[config.mk]
export PLATFORM = sky130hd
export DESIGN_NAME = i2c_master_write_engine
export DESIGN_NICKNAME = d
export VERILOG_FILES = /design/src/design/i2cw_pkg.sv /design/src/design/i2c_master_write_engine.sv /design/src/design/i2cw_front.sv /design/src/design/i2cw_queue.sv /design/src/design/i2cw_engine.sv
export SDC_FILE = /design/constraint.sdc
export NUM_CORES = 1
export LEC_CHECK = 0
export BUFFER_PORTS_ARGS = -buffer_cell sky130_fd_sc_hd__buf_4
export CAP_MARGIN = 30
export CORE_ASPECT_RATIO = 1.5
export CORE_UTILIZATION = 35
export DETAILED_ROUTE_END_ITERATION = 10
export PLACE_DENSITY = 0.6
export SLEW_MARGIN = 20
export SYNTH_ARGS = -nofsm -noshare
export SYNTH_HDL_FRONTEND = slang
export SYNTH_SLANG_ARGS = --single-unit
[constraint.sdc]
create_clock -name clk -period 2.99 [get_ports clk]
set_clock_uncertainty 0.05 [all_clocks]
set_input_delay 0.299 -clock clk [delete_from_list [all_inputs] [get_ports clk]]
set_output_delay 0.299 -clock clk [all_outputs]
set_load 0.01 [all_outputs]
[src/design/i2cw_pkg.sv]
package i2cw_pkg;

    // Field widths of the stream items and configuration registers.
    localparam int ADDR_W  = 7;
    localparam int BYTE_W  = 8;
    localparam int HALF_W  = 10;
    localparam int GUARD_W = 16;
    localparam int BITS_W  = 4;
    localparam int CFG_W   = 16;
    localparam int IDX_W   = 2;
    localparam int IN_W    = 24;
    localparam int OUT_W   = 8;

    // Depth of the queue between the front and the engine.
    localparam int QDEPTH = 4;
    localparam int QPTR_W = $clog2(QDEPTH);
    localparam int QCNT_W = $clog2(QDEPTH + 1);

    // Reset values of the configuration registers.
    localparam logic [HALF_W-1:0]  HALF_RESET  = HALF_W'(5);
    localparam logic [GUARD_W-1:0] GUARD_RESET = GUARD_W'(1000);

    // Configuration register indexes.
    localparam logic [IDX_W-1:0] REG_HALF  = IDX_W'(0);
    localparam logic [IDX_W-1:0] REG_GUARD = IDX_W'(1);

    // Function codes carried on the input stream.
    localparam logic [1:0] FUNC_TICK    = 2'd0;
    localparam logic [1:0] FUNC_BEGIN   = 2'd1;
    localparam logic [1:0] FUNC_DATA    = 2'd2;
    localparam logic [1:0] FUNC_RECOVER = 2'd3;

    // Status codes reported with every result.
    localparam logic [1:0] ST_OK      = 2'd0;
    localparam logic [1:0] ST_BUSY    = 2'd1;
    localparam logic [1:0] ST_TIMEOUT = 2'd2;
    localparam logic [1:0] ST_NACK    = 2'd3;

    // Last data bit index, the acknowledge clock and the recovery pulse limit.
    localparam logic [BITS_W-1:0] LAST_DATA_BIT = BITS_W'(7);
    localparam logic [BITS_W-1:0] ACK_BIT       = BITS_W'(8);
    localparam logic [BITS_W-1:0] RECOVER_MAX   = BITS_W'(9);

    // Command class decoded by the front.
    typedef enum logic [1:0] {
        CMD_TICK    = 2'd0,
        CMD_BEGIN   = 2'd1,
        CMD_DATA    = 2'd2,
        CMD_RECOVER = 2'd3
    } cmd_t;

    // One classified tick as it travels through the queue.
    typedef struct packed {
        logic              scl;
        logic              sda;
        cmd_t              cmd;
        logic [ADDR_W-1:0] addr;
        logic [BYTE_W-1:0] data;
        logic              last;
    } item_t;

    // Bus sequencer phases.
    typedef enum logic [16:0] {
        PH_IDLE     = 17'h00001,
        PH_ST_WAIT  = 17'h00002,
        PH_ST_H1    = 17'h00004,
        PH_ST_H2    = 17'h00008,
        PH_B_LOW    = 17'h00010,
        PH_B_WAIT   = 17'h00020,
        PH_B_HIGH   = 17'h00040,
        PH_HOLD     = 17'h00080,
        PH_SP_1     = 17'h00100,
        PH_SP_WAIT  = 17'h00200,
        PH_SP_2     = 17'h00400,
        PH_SP_3     = 17'h00800,
        PH_RC_0     = 17'h01000,
        PH_RC_WAIT  = 17'h02000,
        PH_RC_LOW   = 17'h04000,
        PH_RC_SWAIT = 17'h08000,
        PH_RC_HIGH  = 17'h10000
    } phase_t;

endpackage

[src/design/i2c_master_write_engine.sv]
// Write-only I2C master with clock-stretch tolerance. Every input transfer is one
// time tick carrying the sampled SCL and SDA levels and an optional command, and
// yields exactly one result transfer with the open-drain pull-low requests, the
// ready and done flags and the status. One tick is taken every clock cycle unless
// the output stalls: the bus sequencer performs one step per cycle, and a one-entry
// input register plus a four-entry queue decouple intake from the sequencer. A tick
// passes the input register, queue and result register. Configuration (half period,
// stretch guard) is written through the plain write port, by the user only while no
// transfer is in flight; the block itself does not enforce this.
module i2c_master_write_engine
    import i2cw_pkg::*;
(
    input  logic             clk,
    input  logic             rst_n,
    input  logic             cfg_we,
    input  logic [IDX_W-1:0] cfg_index,
    input  logic [CFG_W-1:0] cfg_data,
    input  logic             s_tvalid,
    output logic             s_tready,
    // scl_in, sda_in, target_addr, data_byte, zero fill
    input  logic [IN_W-1:0]  s_tdata,
    // func
    input  logic [1:0]       s_tuser,
    input  logic             s_tlast,
    output logic             m_tvalid,
    input  logic             m_tready,
    // scl_pull_low, sda_pull_low, ready_res, done_res, status, zero fill
    output logic [OUT_W-1:0] m_tdata
);

    logic  push;
    item_t push_item;
    logic  q_ready;
    logic  q_valid;
    item_t q_item;
    logic  pop;

    // Intake and command classification.
    i2cw_front u_front (
        .clk       (clk),
        .rst_n     (rst_n),
        .s_tvalid  (s_tvalid),
        .s_tready  (s_tready),
        .s_tdata   (s_tdata),
        .s_tuser   (s_tuser),
        .s_tlast   (s_tlast),
        .push      (push),
        .push_item (push_item),
        .q_ready   (q_ready)
    );

    // Tick queue.
    i2cw_queue u_queue (
        .clk       (clk),
        .rst_n     (rst_n),
        .push      (push),
        .push_item (push_item),
        .q_ready   (q_ready),
        .q_valid   (q_valid),
        .q_item    (q_item),
        .pop       (pop)
    );

    // Bus sequencer and result register.
    i2cw_engine u_engine (
        .clk       (clk),
        .rst_n     (rst_n),
        .cfg_we    (cfg_we),
        .cfg_index (cfg_index),
        .cfg_data  (cfg_data),
        .q_valid   (q_valid),
        .q_item    (q_item),
        .pop       (pop),
        .m_tvalid  (m_tvalid),
        .m_tready  (m_tready),
        .m_tdata   (m_tdata)
    );

endmodule

[src/design/i2cw_front.sv]
module i2cw_front
    import i2cw_pkg::*;
(
    input  logic            clk,
    input  logic            rst_n,
    input  logic            s_tvalid,
    output logic            s_tready,
    // scl_in, sda_in, target_addr, data_byte, zero fill
    input  logic [IN_W-1:0] s_tdata,
    // func
    input  logic [1:0]      s_tuser,
    input  logic            s_tlast,
    output logic            push,
    output item_t           push_item,
    input  logic            q_ready
);

    logic  valid_reg;
    logic  valid_next;
    item_t item_reg;
    cmd_t  cmd;
    logic  load;

    // Classify the function code.
    always_comb
    begin
        unique case (s_tuser)
            FUNC_TICK:    cmd = CMD_TICK;
            FUNC_BEGIN:   cmd = CMD_BEGIN;
            FUNC_DATA:    cmd = CMD_DATA;
            FUNC_RECOVER: cmd = CMD_RECOVER;
            default:      cmd = CMD_TICK;
        endcase
    end

    // The input stage takes a new transfer whenever it is empty or draining.
    assign s_tready  = !valid_reg || q_ready;
    assign load      = s_tvalid && s_tready;
    assign push      = valid_reg && q_ready;
    assign push_item = item_reg;

    always_comb
    begin
        if (load)
        begin
            valid_next = 1'b1;
        end
        else if (push)
        begin
            valid_next = 1'b0;
        end
        else
        begin
            valid_next = valid_reg;
        end
    end

    always_ff @(posedge clk or negedge rst_n)
    begin
        if (!rst_n)
        begin
            valid_reg <= 1'b0;
        end
        else
        begin
            valid_reg <= valid_next;
        end
    end

    // Payload register, loaded on each accepted transfer.
    always_ff @(posedge clk)
    begin
        if (load)
        begin
            item_reg.scl  <= s_tdata[0];
            item_reg.sda  <= s_tdata[1];
            item_reg.cmd  <= cmd;
            item_reg.addr <= s_tdata[2 +: ADDR_W];
            item_reg.data <= s_tdata[2 + ADDR_W +: BYTE_W];
            item_reg.last <= s_tlast;
        end
    end

endmodule

[src/design/i2cw_queue.sv]
module i2cw_queue
    import i2cw_pkg::*;
(
    input  logic  clk,
    input  logic  rst_n,
    input  logic  push,
    input  item_t push_item,
    output logic  q_ready,
    output logic  q_valid,
    output item_t q_item,
    input  logic  pop
);

    item_t             mem [QDEPTH];
    logic [QPTR_W-1:0] wr_ptr_reg;
    logic [QPTR_W-1:0] rd_ptr_reg;
    logic [QCNT_W-1:0] count_reg;
    logic [QCNT_W-1:0] count_next;

    assign q_ready = count_reg != QCNT_W'(QDEPTH);
    assign q_valid = count_reg != '0;
    assign q_item  = mem[rd_ptr_reg];

    // Occupancy follows pushes and pops.
    always_comb
    begin
        count_next = count_reg;
        if (push && !pop)
        begin
            count_next = count_reg + QCNT_W'(1);
        end
        else if (pop && !push)
        begin
            count_next = count_reg - QCNT_W'(1);
        end
    end

    always_ff @(posedge clk or negedge rst_n)
    begin
        if (!rst_n)
        begin
            wr_ptr_reg <= '0;
            rd_ptr_reg <= '0;
            count_reg  <= '0;
        end
        else
        begin
            count_reg <= count_next;
            if (push)
            begin
                wr_ptr_reg <= wr_ptr_reg + QPTR_W'(1);
            end
            if (pop)
            begin
                rd_ptr_reg <= rd_ptr_reg + QPTR_W'(1);
            end
        end
    end

    // Entry storage.
    always_ff @(posedge clk)
    begin
        if (push)
        begin
            mem[wr_ptr_reg] <= push_item;
        end
    end

    property p_no_overflow;
        @(posedge clk) disable iff (!rst_n)
        !q_ready |-> !push;
    endproperty
    a_no_overflow: assert property (p_no_overflow)
        else $error("queue written while full");

endmodule

[src/design/i2cw_engine.sv]
module i2cw_engine
    import i2cw_pkg::*;
(
    input  logic             clk,
    input  logic             rst_n,
    input  logic             cfg_we,
    input  logic [IDX_W-1:0] cfg_index,
    input  logic [CFG_W-1:0] cfg_data,
    input  logic             q_valid,
    input  item_t            q_item,
    output logic             pop,
    output logic             m_tvalid,
    input  logic             m_tready,
    // scl_pull_low, sda_pull_low, ready_res, done_res, status, zero fill
    output logic [OUT_W-1:0] m_tdata
);

    logic [HALF_W-1:0]  half_reg;
    logic [GUARD_W-1:0] guard_reg;

    phase_t             phase_reg,   phase_next;
    logic [BYTE_W-1:0]  shift_reg,   shift_next;
    logic [BITS_W-1:0]  bits_reg,    bits_next;
    logic [HALF_W-1:0]  htimer_reg,  htimer_next;
    logic [GUARD_W-1:0] gtimer_reg,  gtimer_next;
    logic [BITS_W-1:0]  rcount_reg,  rcount_next;
    logic [BYTE_W-1:0]  pending_reg, pending_next;
    logic               stop_reg,    stop_next;
    logic [1:0]         err_reg,     err_next;
    logic               scl_reg,     scl_next;
    logic               sda_reg,     sda_next;

    logic               out_valid_reg;
    logic [OUT_W-1:0]   out_data_reg;

    logic               done;
    logic               ready_now;
    logic               delay_end;
    logic               guard_zero;
    logic [BITS_W-1:0]  rcount_inc;

    // Configuration registers.
    always_ff @(posedge clk or negedge rst_n)
    begin
        if (!rst_n)
        begin
            half_reg  <= HALF_RESET;
            guard_reg <= GUARD_RESET;
        end
        else if (cfg_we)
        begin
            if (cfg_index == REG_HALF)
            begin
                half_reg <= cfg_data[HALF_W-1:0];
            end
            else if (cfg_index == REG_GUARD)
            begin
                guard_reg <= cfg_data[GUARD_W-1:0];
            end
        end
    end

    // One tick is taken whenever the result register is free or draining.
    assign pop = q_valid && (!out_valid_reg || m_tready);

    assign delay_end  = htimer_reg <= HALF_W'(1);
    assign guard_zero = gtimer_reg == '0;
    assign rcount_inc = rcount_reg + BITS_W'(1);

    // Bus sequencer: one step per tick.
    always_comb
    begin
        phase_next   = phase_reg;
        shift_next   = shift_reg;
        bits_next    = bits_reg;
        htimer_next  = htimer_reg;
        gtimer_next  = gtimer_reg;
        rcount_next  = rcount_reg;
        pending_next = pending_reg;
        stop_next    = stop_reg;
        err_next     = err_reg;
        scl_next     = scl_reg;
        sda_next     = sda_reg;
        done         = 1'b0;

        unique case (phase_reg)
            PH_IDLE:
            begin
                if (q_item.cmd == CMD_BEGIN)
                begin
                    err_next     = ST_OK;
                    shift_next   = {q_item.addr, 1'b0};
                    pending_next = q_item.data;
                    stop_next    = q_item.last;
                    rcount_next  = BITS_W'(1);
                    scl_next     = 1'b0;
                    sda_next     = 1'b0;
                    gtimer_next  = guard_reg;
                    phase_next   = PH_ST_WAIT;
                end
                else if (q_item.cmd == CMD_RECOVER)
                begin
                    err_next    = ST_OK;
                    rcount_next = '0;
                    scl_next    = 1'b0;
                    sda_next    = 1'b0;
                    htimer_next = half_reg;
                    phase_next  = PH_RC_0;
                end
            end

            PH_ST_WAIT:
            begin
                if (q_item.scl)
                begin
                    htimer_next = half_reg;
                    phase_next  = PH_ST_H1;
                end
                else if (guard_zero)
                begin
                    err_next    = ST_TIMEOUT;
                    sda_next    = 1'b1;
                    htimer_next = half_reg;
                    phase_next  = PH_SP_1;
                end
                else
                begin
                    gtimer_next = gtimer_reg - GUARD_W'(1);
                end
            end

            PH_ST_H1:
            begin
                if (!delay_end)
                begin
                    htimer_next = htimer_reg - HALF_W'(1);
                end
                else if (!q_item.sda)
                begin
                    err_next    = ST_BUSY;
                    sda_next    = 1'b1;
                    htimer_next = half_reg;
                    phase_next  = PH_SP_1;
                end
                else
                begin
                    sda_next    = 1'b1;
                    htimer_next = half_reg;
                    phase_next  = PH_ST_H2;
                end
            end

            PH_ST_H2:
            begin
                if (!delay_end)
                begin
                    htimer_next = htimer_reg - HALF_W'(1);
                end
                else
                begin
                    scl_next    = 1'b1;
                    bits_next   = '0;
                    sda_next    = !shift_reg[BYTE_W-1];
                    htimer_next = half_reg;
                    phase_next  = PH_B_LOW;
                end
            end

            PH_B_LOW:
            begin
                if (!delay_end)
                begin
                    htimer_next = htimer_reg - HALF_W'(1);
                end
                else
                begin
                    scl_next    = 1'b0;
                    gtimer_next = guard_reg;
                    phase_next  = PH_B_WAIT;
                end
            end

            PH_B_WAIT:
            begin
                if (q_item.scl)
                begin
                    htimer_next = half_reg;
                    phase_next  = PH_B_HIGH;
                end
                else if (guard_zero)
                begin
                    scl_next    = 1'b1;
                    err_next    = ST_TIMEOUT;
                    sda_next    = 1'b1;
                    htimer_next = half_reg;
                    phase_next  = PH_SP_1;
                end
                else
                begin
                    gtimer_next = gtimer_reg - GUARD_W'(1);
                end
            end

            PH_B_HIGH:
            begin
                if (!delay_end)
                begin
                    htimer_next = htimer_reg - HALF_W'(1);
                end
                else
                begin
                    scl_next = 1'b1;
                    priority if (bits_reg < ACK_BIT)
                    begin
                        // Next data bit, or release SDA for the acknowledge clock.
                        shift_next  = {shift_reg[BYTE_W-2:0], 1'b0};
                        bits_next   = bits_reg + BITS_W'(1);
                        sda_next    = (bits_reg == LAST_DATA_BIT) ?
                                      1'b0 : !shift_reg[BYTE_W-2];
                        htimer_next = half_reg;
                        phase_next  = PH_B_LOW;
                    end
                    else if (q_item.sda)
                    begin
                        err_next    = ST_NACK;
                        sda_next    = 1'b1;
                        htimer_next = half_reg;
                        phase_next  = PH_SP_1;
                    end
                    else if (rcount_reg == BITS_W'(1))
                    begin
                        // Address acknowledged: the control byte follows.
                        rcount_next = '0;
                        shift_next  = pending_reg;
                        bits_next   = '0;
                        sda_next    = !pending_reg[BYTE_W-1];
                        htimer_next = half_reg;
                        phase_next  = PH_B_LOW;
                    end
                    else if (stop_reg)
                    begin
                        sda_next    = 1'b1;
                        htimer_next = half_reg;
                        phase_next  = PH_SP_1;
                    end
                    else
                    begin
                        done       = 1'b1;
                        phase_next = PH_HOLD;
                    end
                end
            end

            PH_HOLD:
            begin
                if (q_item.cmd == CMD_DATA)
                begin
                    stop_next   = q_item.last;
                    shift_next  = q_item.data;
                    bits_next   = '0;
                    sda_next    = !q_item.data[BYTE_W-1];
                    htimer_next = half_reg;
                    phase_next  = PH_B_LOW;
                end
            end

            PH_SP_1:
            begin
                if (!delay_end)
                begin
                    htimer_next = htimer_reg - HALF_W'(1);
                end
                else
                begin
                    scl_next    = 1'b0;
                    gtimer_next = guard_reg;
                    phase_next  = PH_SP_WAIT;
                end
            end

            PH_SP_WAIT:
            begin
                // A timeout here lets the STOP go on.
                if (q_item.scl || guard_zero)
                begin
                    htimer_next = half_reg;
                    phase_next  = PH_SP_2;
                end
                else
                begin
                    gtimer_next = gtimer_reg - GUARD_W'(1);
                end
            end

            PH_SP_2:
            begin
                if (!delay_end)
                begin
                    htimer_next = htimer_reg - HALF_W'(1);
                end
                else
                begin
                    sda_next    = 1'b0;
                    htimer_next = half_reg;
                    phase_next  = PH_SP_3;
                end
            end

            PH_SP_3:
            begin
                if (!delay_end)
                begin
                    htimer_next = htimer_reg - HALF_W'(1);
                end
                else
                begin
                    done       = 1'b1;
                    phase_next = PH_IDLE;
                end
            end

            PH_RC_0:
            begin
                if (!delay_end)
                begin
                    htimer_next = htimer_reg - HALF_W'(1);
                end
                else if (!q_item.sda)
                begin
                    gtimer_next = guard_reg;
                    phase_next  = PH_RC_WAIT;
                end
                else
                begin
                    sda_next    = 1'b1;
                    htimer_next = half_reg;
                    phase_next  = PH_SP_1;
                end
            end

            PH_RC_WAIT:
            begin
                if (q_item.scl)
                begin
                    rcount_next = '0;
                    scl_next    = 1'b1;
                    htimer_next = half_reg;
                    phase_next  = PH_RC_LOW;
                end
                else if (guard_zero)
                begin
                    sda_next    = 1'b1;
                    htimer_next = half_reg;
                    phase_next  = PH_SP_1;
                end
                else
                begin
                    gtimer_next = gtimer_reg - GUARD_W'(1);
                end
            end

            PH_RC_LOW:
            begin
                if (!delay_end)
                begin
                    htimer_next = htimer_reg - HALF_W'(1);
                end
                else
                begin
                    scl_next    = 1'b0;
                    gtimer_next = guard_reg;
                    phase_next  = PH_RC_SWAIT;
                end
            end

            PH_RC_SWAIT:
            begin
                if (q_item.scl || guard_zero)
                begin
                    htimer_next = half_reg;
                    phase_next  = PH_RC_HIGH;
                end
                else
                begin
                    gtimer_next = gtimer_reg - GUARD_W'(1);
                end
            end

            PH_RC_HIGH:
            begin
                if (!delay_end)
                begin
                    htimer_next = htimer_reg - HALF_W'(1);
                end
                else
                begin
                    rcount_next = rcount_inc;
                    if (q_item.sda || (rcount_inc >= RECOVER_MAX))
                    begin
                        sda_next    = 1'b1;
                        htimer_next = half_reg;
                        phase_next  = PH_SP_1;
                    end
                    else
                    begin
                        scl_next    = 1'b1;
                        htimer_next = half_reg;
                        phase_next  = PH_RC_LOW;
                    end
                end
            end

            default:
            begin
                scl_next   = 1'b0;
                sda_next   = 1'b0;
                phase_next = PH_IDLE;
            end
        endcase
    end

    assign ready_now = (phase_next == PH_IDLE) || (phase_next == PH_HOLD);

    // Sequencer state advances only on a consumed tick.
    always_ff @(posedge clk or negedge rst_n)
    begin
        if (!rst_n)
        begin
            phase_reg   <= PH_IDLE;
            shift_reg   <= '0;
            bits_reg    <= '0;
            htimer_reg  <= '0;
            gtimer_reg  <= '0;
            rcount_reg  <= '0;
            pending_reg <= '0;
            stop_reg    <= 1'b0;
            err_reg     <= ST_OK;
            scl_reg     <= 1'b0;
            sda_reg     <= 1'b0;
        end
        else if (pop)
        begin
            phase_reg   <= phase_next;
            shift_reg   <= shift_next;
            bits_reg    <= bits_next;
            htimer_reg  <= htimer_next;
            gtimer_reg  <= gtimer_next;
            rcount_reg  <= rcount_next;
            pending_reg <= pending_next;
            stop_reg    <= stop_next;
            err_reg     <= err_next;
            scl_reg     <= scl_next;
            sda_reg     <= sda_next;
        end
    end

    // Result register toward the output stream.
    always_ff @(posedge clk or negedge rst_n)
    begin
        if (!rst_n)
        begin
            out_valid_reg <= 1'b0;
        end
        else if (pop)
        begin
            out_valid_reg <= 1'b1;
        end
        else if (m_tready)
        begin
            out_valid_reg <= 1'b0;
        end
    end

    always_ff @(posedge clk)
    begin
        if (pop)
        begin
            out_data_reg <= {2'b00, err_next, done, ready_now, sda_next, scl_next};
        end
    end

    assign m_tvalid = out_valid_reg;
    assign m_tdata  = out_data_reg;

    // A completion is always reported with the engine ready for a command.
    property p_done_ready;
        @(posedge clk) disable iff (!rst_n)
        m_tvalid && m_tdata[3] |-> m_tdata[2];
    endproperty
    a_done_ready: assert property (p_done_ready)
        else $error("done reported while engine busy");

    // Between bytes the clock line stays held low.
    property p_hold_scl;
        @(posedge clk) disable iff (!rst_n)
        phase_reg == PH_HOLD |-> scl_reg;
    endproperty
    a_hold_scl: assert property (p_hold_scl)
        else $error("SCL released while holding between bytes");

    // The bit counter never passes the acknowledge clock.
    property p_bits_range;
        @(posedge clk) disable iff (!rst_n)
        bits_reg <= ACK_BIT;
    endproperty
    a_bits_range: assert property (p_bits_range)
        else $error("bit counter out of range");

    // A stalled result is not overwritten.
    property p_out_hold;
        @(posedge clk) disable iff (!rst_n)
        m_tvalid && !m_tready |=> m_tvalid && $stable(m_tdata);
    endproperty
    a_out_hold: assert property (p_out_hold)
        else $error("stalled result changed");

endmodule
==> impl_metrics.toml <==
[layout]
finalNetCount = 1169
area_growth_pct = 33.07
final_instance_count_excl_fillers = 1518
n_antenna_cell = 0
final_layout_size_suffix_gt1_frac = 0.3517
number_of_flip_flops_in_the_largest_register = 80

[synthesis]
synth.lib_cells_used.distinct = 87
synth_top_area_frac = 0.3014
post_synth.cell_area_avg_sq_um = 11.92
synth_async_sr_flop_share = 0.5023
postSynthRegisterBits = 213
yosys-top-cells-area = "sky130_fd_sc_hd__edfxtp_1 (30%), sky130_fd_sc_hd__dfrtp_1 (23%), sky130_fd_sc_hd__mux2_2 (5.2%)"
synth_enable_flop_cells = 106
yosysSeqAreaShare = 0.5559
synthesis.instances = 886
synthMostInstantiatedCell = "sky130_fd_sc_hd__edfxtp_1"
yosysWarningCount = 0
leading_area_contributor_after_synthesis = "sky130_fd_sc_hd__edfxtp_1"
postSynth.topFlopCell = "sky130_fd_sc_hd__edfxtp_1"
mappedNetlistArea_sq_um = 10560
post_synth_most_frequent_cells = "sky130_fd_sc_hd__edfxtp_1 (106), sky130_fd_sc_hd__dfrtp_1 (98), sky130_fd_sc_hd__nand2_1 (73)"

[drt]
route.vias.total = 8131
route.detailed.wl_per_inst_microns = 19.26
drt_pass1_iterations = 8
final_antenna_net_count = 0
detail_route.wirelength_mm = 29.23
detail_route.iter0.violations = 396
detail_route.drc_violations = 0
vias_per_cell = 5.356

[sta]
fin_hold_ws_ps = 183.9
worstMarginPinSlew_ps = 887.6
setup_total_negative_slack_ps = -54.28
setup_viols_final = 5
slew_viol_final = 0
timing.fmax_mhz = 332.6
rsz0062_at_grt = "true"
fin_crit_ps = 3006
hold_viol = 0
worst_slack_ps = -16.25
finalCritPeriodShare = 1.005
timing.max_slew.rel_slack = 0.4065

[critical_path]
cp_data_required_time_ps = 3390
arrival_ps = 3400
ff2ff_setup_slack_ps = -20
critical_path.startpoint_type = "flip-flop"
worst_r2r_endpoint = "u_engine.gtimer_reg[14]$_DFFE_PN0P_"
worst-path-max-fanout = 6
r2r.worst_path.cells = 9
timing.critical_path.to_type = "flip-flop"
critical_path_class = "reg -> reg"
timing.rr.start = "u_engine.phase_reg[1]$_DFFE_PN0P_"

[grt]
grt_start_max_net_pins = 52
grt_first_pass_wirelength_mm = 45.55
antenna_found_initial = 0
groute.usage.overall = 0.1915
grt-ovfl-total = 0
first_global_vias = 8232

[worst_hold_path]
holdCritPathClass = "in -> async"

[floorplan]
design.core.area_sq_um = 29580
die-area_sq_um = 30890
io_pins = 60
std_cell_rows = 77
starting_utilization_of_the_core_area = 0.3571
fp.dieW_microns = 143.8
die_h_microns = 214.8

[pwr]
ir_worst_vdd_uv = 511.6
p_leak_nw = 5.590
power_density_nw_per_um2 = 947.1

[placement]
gp_routability_congestion = 0.9657
dp.final_hpwl_mm = 20.80
port-buffer-count = 50
dpl.cell_count = 1416

[clock_network]
worst_skew_pair_latency_ps = 520
worst_setup_hold_path_clk_slew_ps = 60
clock_tree_from_tritoncts = "built"
clock_sink_count = 213
cts-root-buf = "sky130_fd_sc_hd__clkbuf_16"
tritoncts.num_buffers = 23
cts_h_tree_lvls = 1
clk_path_buf_depth = 3

[status]
run_status = "complete, but fails checks"
violations_in_the_final_reports = "negative setup slack"

[flow_run]
maxCapViolations = 0
-- placed cells by master, fill, tap and decap left out, types with 7 or more instances in the layout --
master and instances:
sky130_fd_sc_hd__o21ai_0 39, sky130_fd_sc_hd__dlygate4sd3_1 39, sky130_fd_sc_hd__mux2_2 49, sky130_fd_sc_hd__or4_4 11
sky130_fd_sc_hd__nand3_1 16, sky130_fd_sc_hd__mux4_2 18, sky130_fd_sc_hd__inv_1 26, sky130_fd_sc_hd__nand2_1 72
sky130_fd_sc_hd__nor4_1 8, sky130_fd_sc_hd__dfstp_2 9, sky130_fd_sc_hd__ha_1 12, sky130_fd_sc_hd__buf_6 15
sky130_fd_sc_hd__mux2i_1 18, sky130_fd_sc_hd__a21oi_1 41, sky130_fd_sc_hd__nor2_1 48, sky130_fd_sc_hd__clkbuf_16 24
sky130_fd_sc_hd__buf_4 177, sky130_fd_sc_hd__nand2b_1 10, sky130_fd_sc_hd__nand4_1 11, sky130_fd_sc_hd__nor3b_1 7
sky130_fd_sc_hd__a21oi_2 8, sky130_fd_sc_hd__dfrtp_1 96, sky130_fd_sc_hd__edfxtp_1 106, sky130_fd_sc_hd__o31ai_1 7
sky130_fd_sc_hd__and2_1 12, sky130_fd_sc_hd__nor3_1 26
-- worst max path at each step --
stage | from | end | slack, ps | cells past startpoint
after CTS | u_engine.phase_reg[10]$_DFFE_PN0P_ | u_engine.htimer_reg[8]$_DFFE_PN0P_ | -10 | 11
after detailed placement | u_engine.phase_reg[10]$_DFFE_PN0P_ | u_engine.phase_reg[14]$_DFFE_PN0P_ | -240 | 9
after floorplan | u_engine.phase_reg[0]$_DFFE_PN1P_ | u_engine.gtimer_reg[9]$_DFFE_PN0P_ | -20 | 9
after global routing | u_engine.phase_reg[1]$_DFFE_PN0P_ | u_engine.gtimer_reg[14]$_DFFE_PN0P_ | -100 | 9
after global placement | u_engine.phase_reg[10]$_DFFE_PN0P_ | u_engine.phase_reg[14]$_DFFE_PN0P_ | -210 | 9
final | u_engine.phase_reg[1]$_DFFE_PN0P_ | u_engine.gtimer_reg[14]$_DFFE_PN0P_ | -20 | 9
-- power by group --
group	leakage (nW)	switching [mW]	internal (mW)
combinational	2.93	3.04	2.87
sequential	2.29	0.528	3.94
clock	0.376	1.17	1.77
-- cell type report --
cell class | instances | area [sq um]
tap | 395 | 494.2
multi-input combinational | 602 | 4777
sequential | 213 | 5874
clock buffer | 27 | 590.6
timing repair buffer | 240 | 2039
inverter | 26 | 97.59
clock inverter | 15 | 182.7
fill | 2685 | 15520
-- cells by family (layout without fill, tap and decap cells) --
logic type                 count (synthesis)  count (layout)  synth area share
other                                      1               2         0.0003550
buffers and inverters                     73             308           0.03198
muxes                                     85              85            0.1077
adders and majority gates                 13              13           0.01611
xor gates and xnor gates                   8               8          0.006634
AOI/OAI and AO/OA                        204             204            0.1346
and+or+nand+nor                          289             290            0.1468
DFF                                      213             213            0.5559
-- worst max-delay path, cell delays in order (launching register included) --
cell                        delay [ps]
sky130_fd_sc_hd__dfrtp_1           380
sky130_fd_sc_hd__or4_4             540
sky130_fd_sc_hd__or4_4             570
sky130_fd_sc_hd__o32ai_4           380
sky130_fd_sc_hd__o21ai_2           140
sky130_fd_sc_hd__a2111oi_4         310
sky130_fd_sc_hd__buf_6             180
sky130_fd_sc_hd__buf_2             180
sky130_fd_sc_hd__a21oi_1            80
sky130_fd_sc_hd__a21oi_1           120
-- metal layers --
| metal | GRT usage | up-vias | routed length, microns |
|---|---|---|---|
| li1 | - | 3837 | - |
| met1 | 0.2140 | 3996 | 10960 |
| met2 | 0.3559 | 216 | 15740 |
| met3 | 0.02295 | 82 | 1092 |
| met4 | 0.08404 | 0 | 1442 |
| met5 | 0 | - | 0 |
-- through the flow --
stage	setup slack [ps]	area [sq um]	util	power (mW)
after global routing	-103.2	14060	0.4752	14.07
after global placement	-212.9	12260	0.4145	9.557
after CTS	-9.531	13620	0.4604	12.86
after floorplan	-15.54	10620	-	7.612
after detailed placement	-241.1	12270	0.4150	9.663
final	-16.25	14060	0.4752	13.31
-- repair_timing --
| item | CTS | global route |
|---|---|---|
| pin swaps | 10 | 21 |
| hold endpoints to repair | 71 | 0 |
| gates cloned | 3 | 3 |
| buffers inserted | 7 | 8 |
| endpoints found under the setup margin | 50 | 56 |
| hold buffers | 39 | 0 |
| gates resized for setup | 23 | 70 |
(Power assumes the default switching activity.)
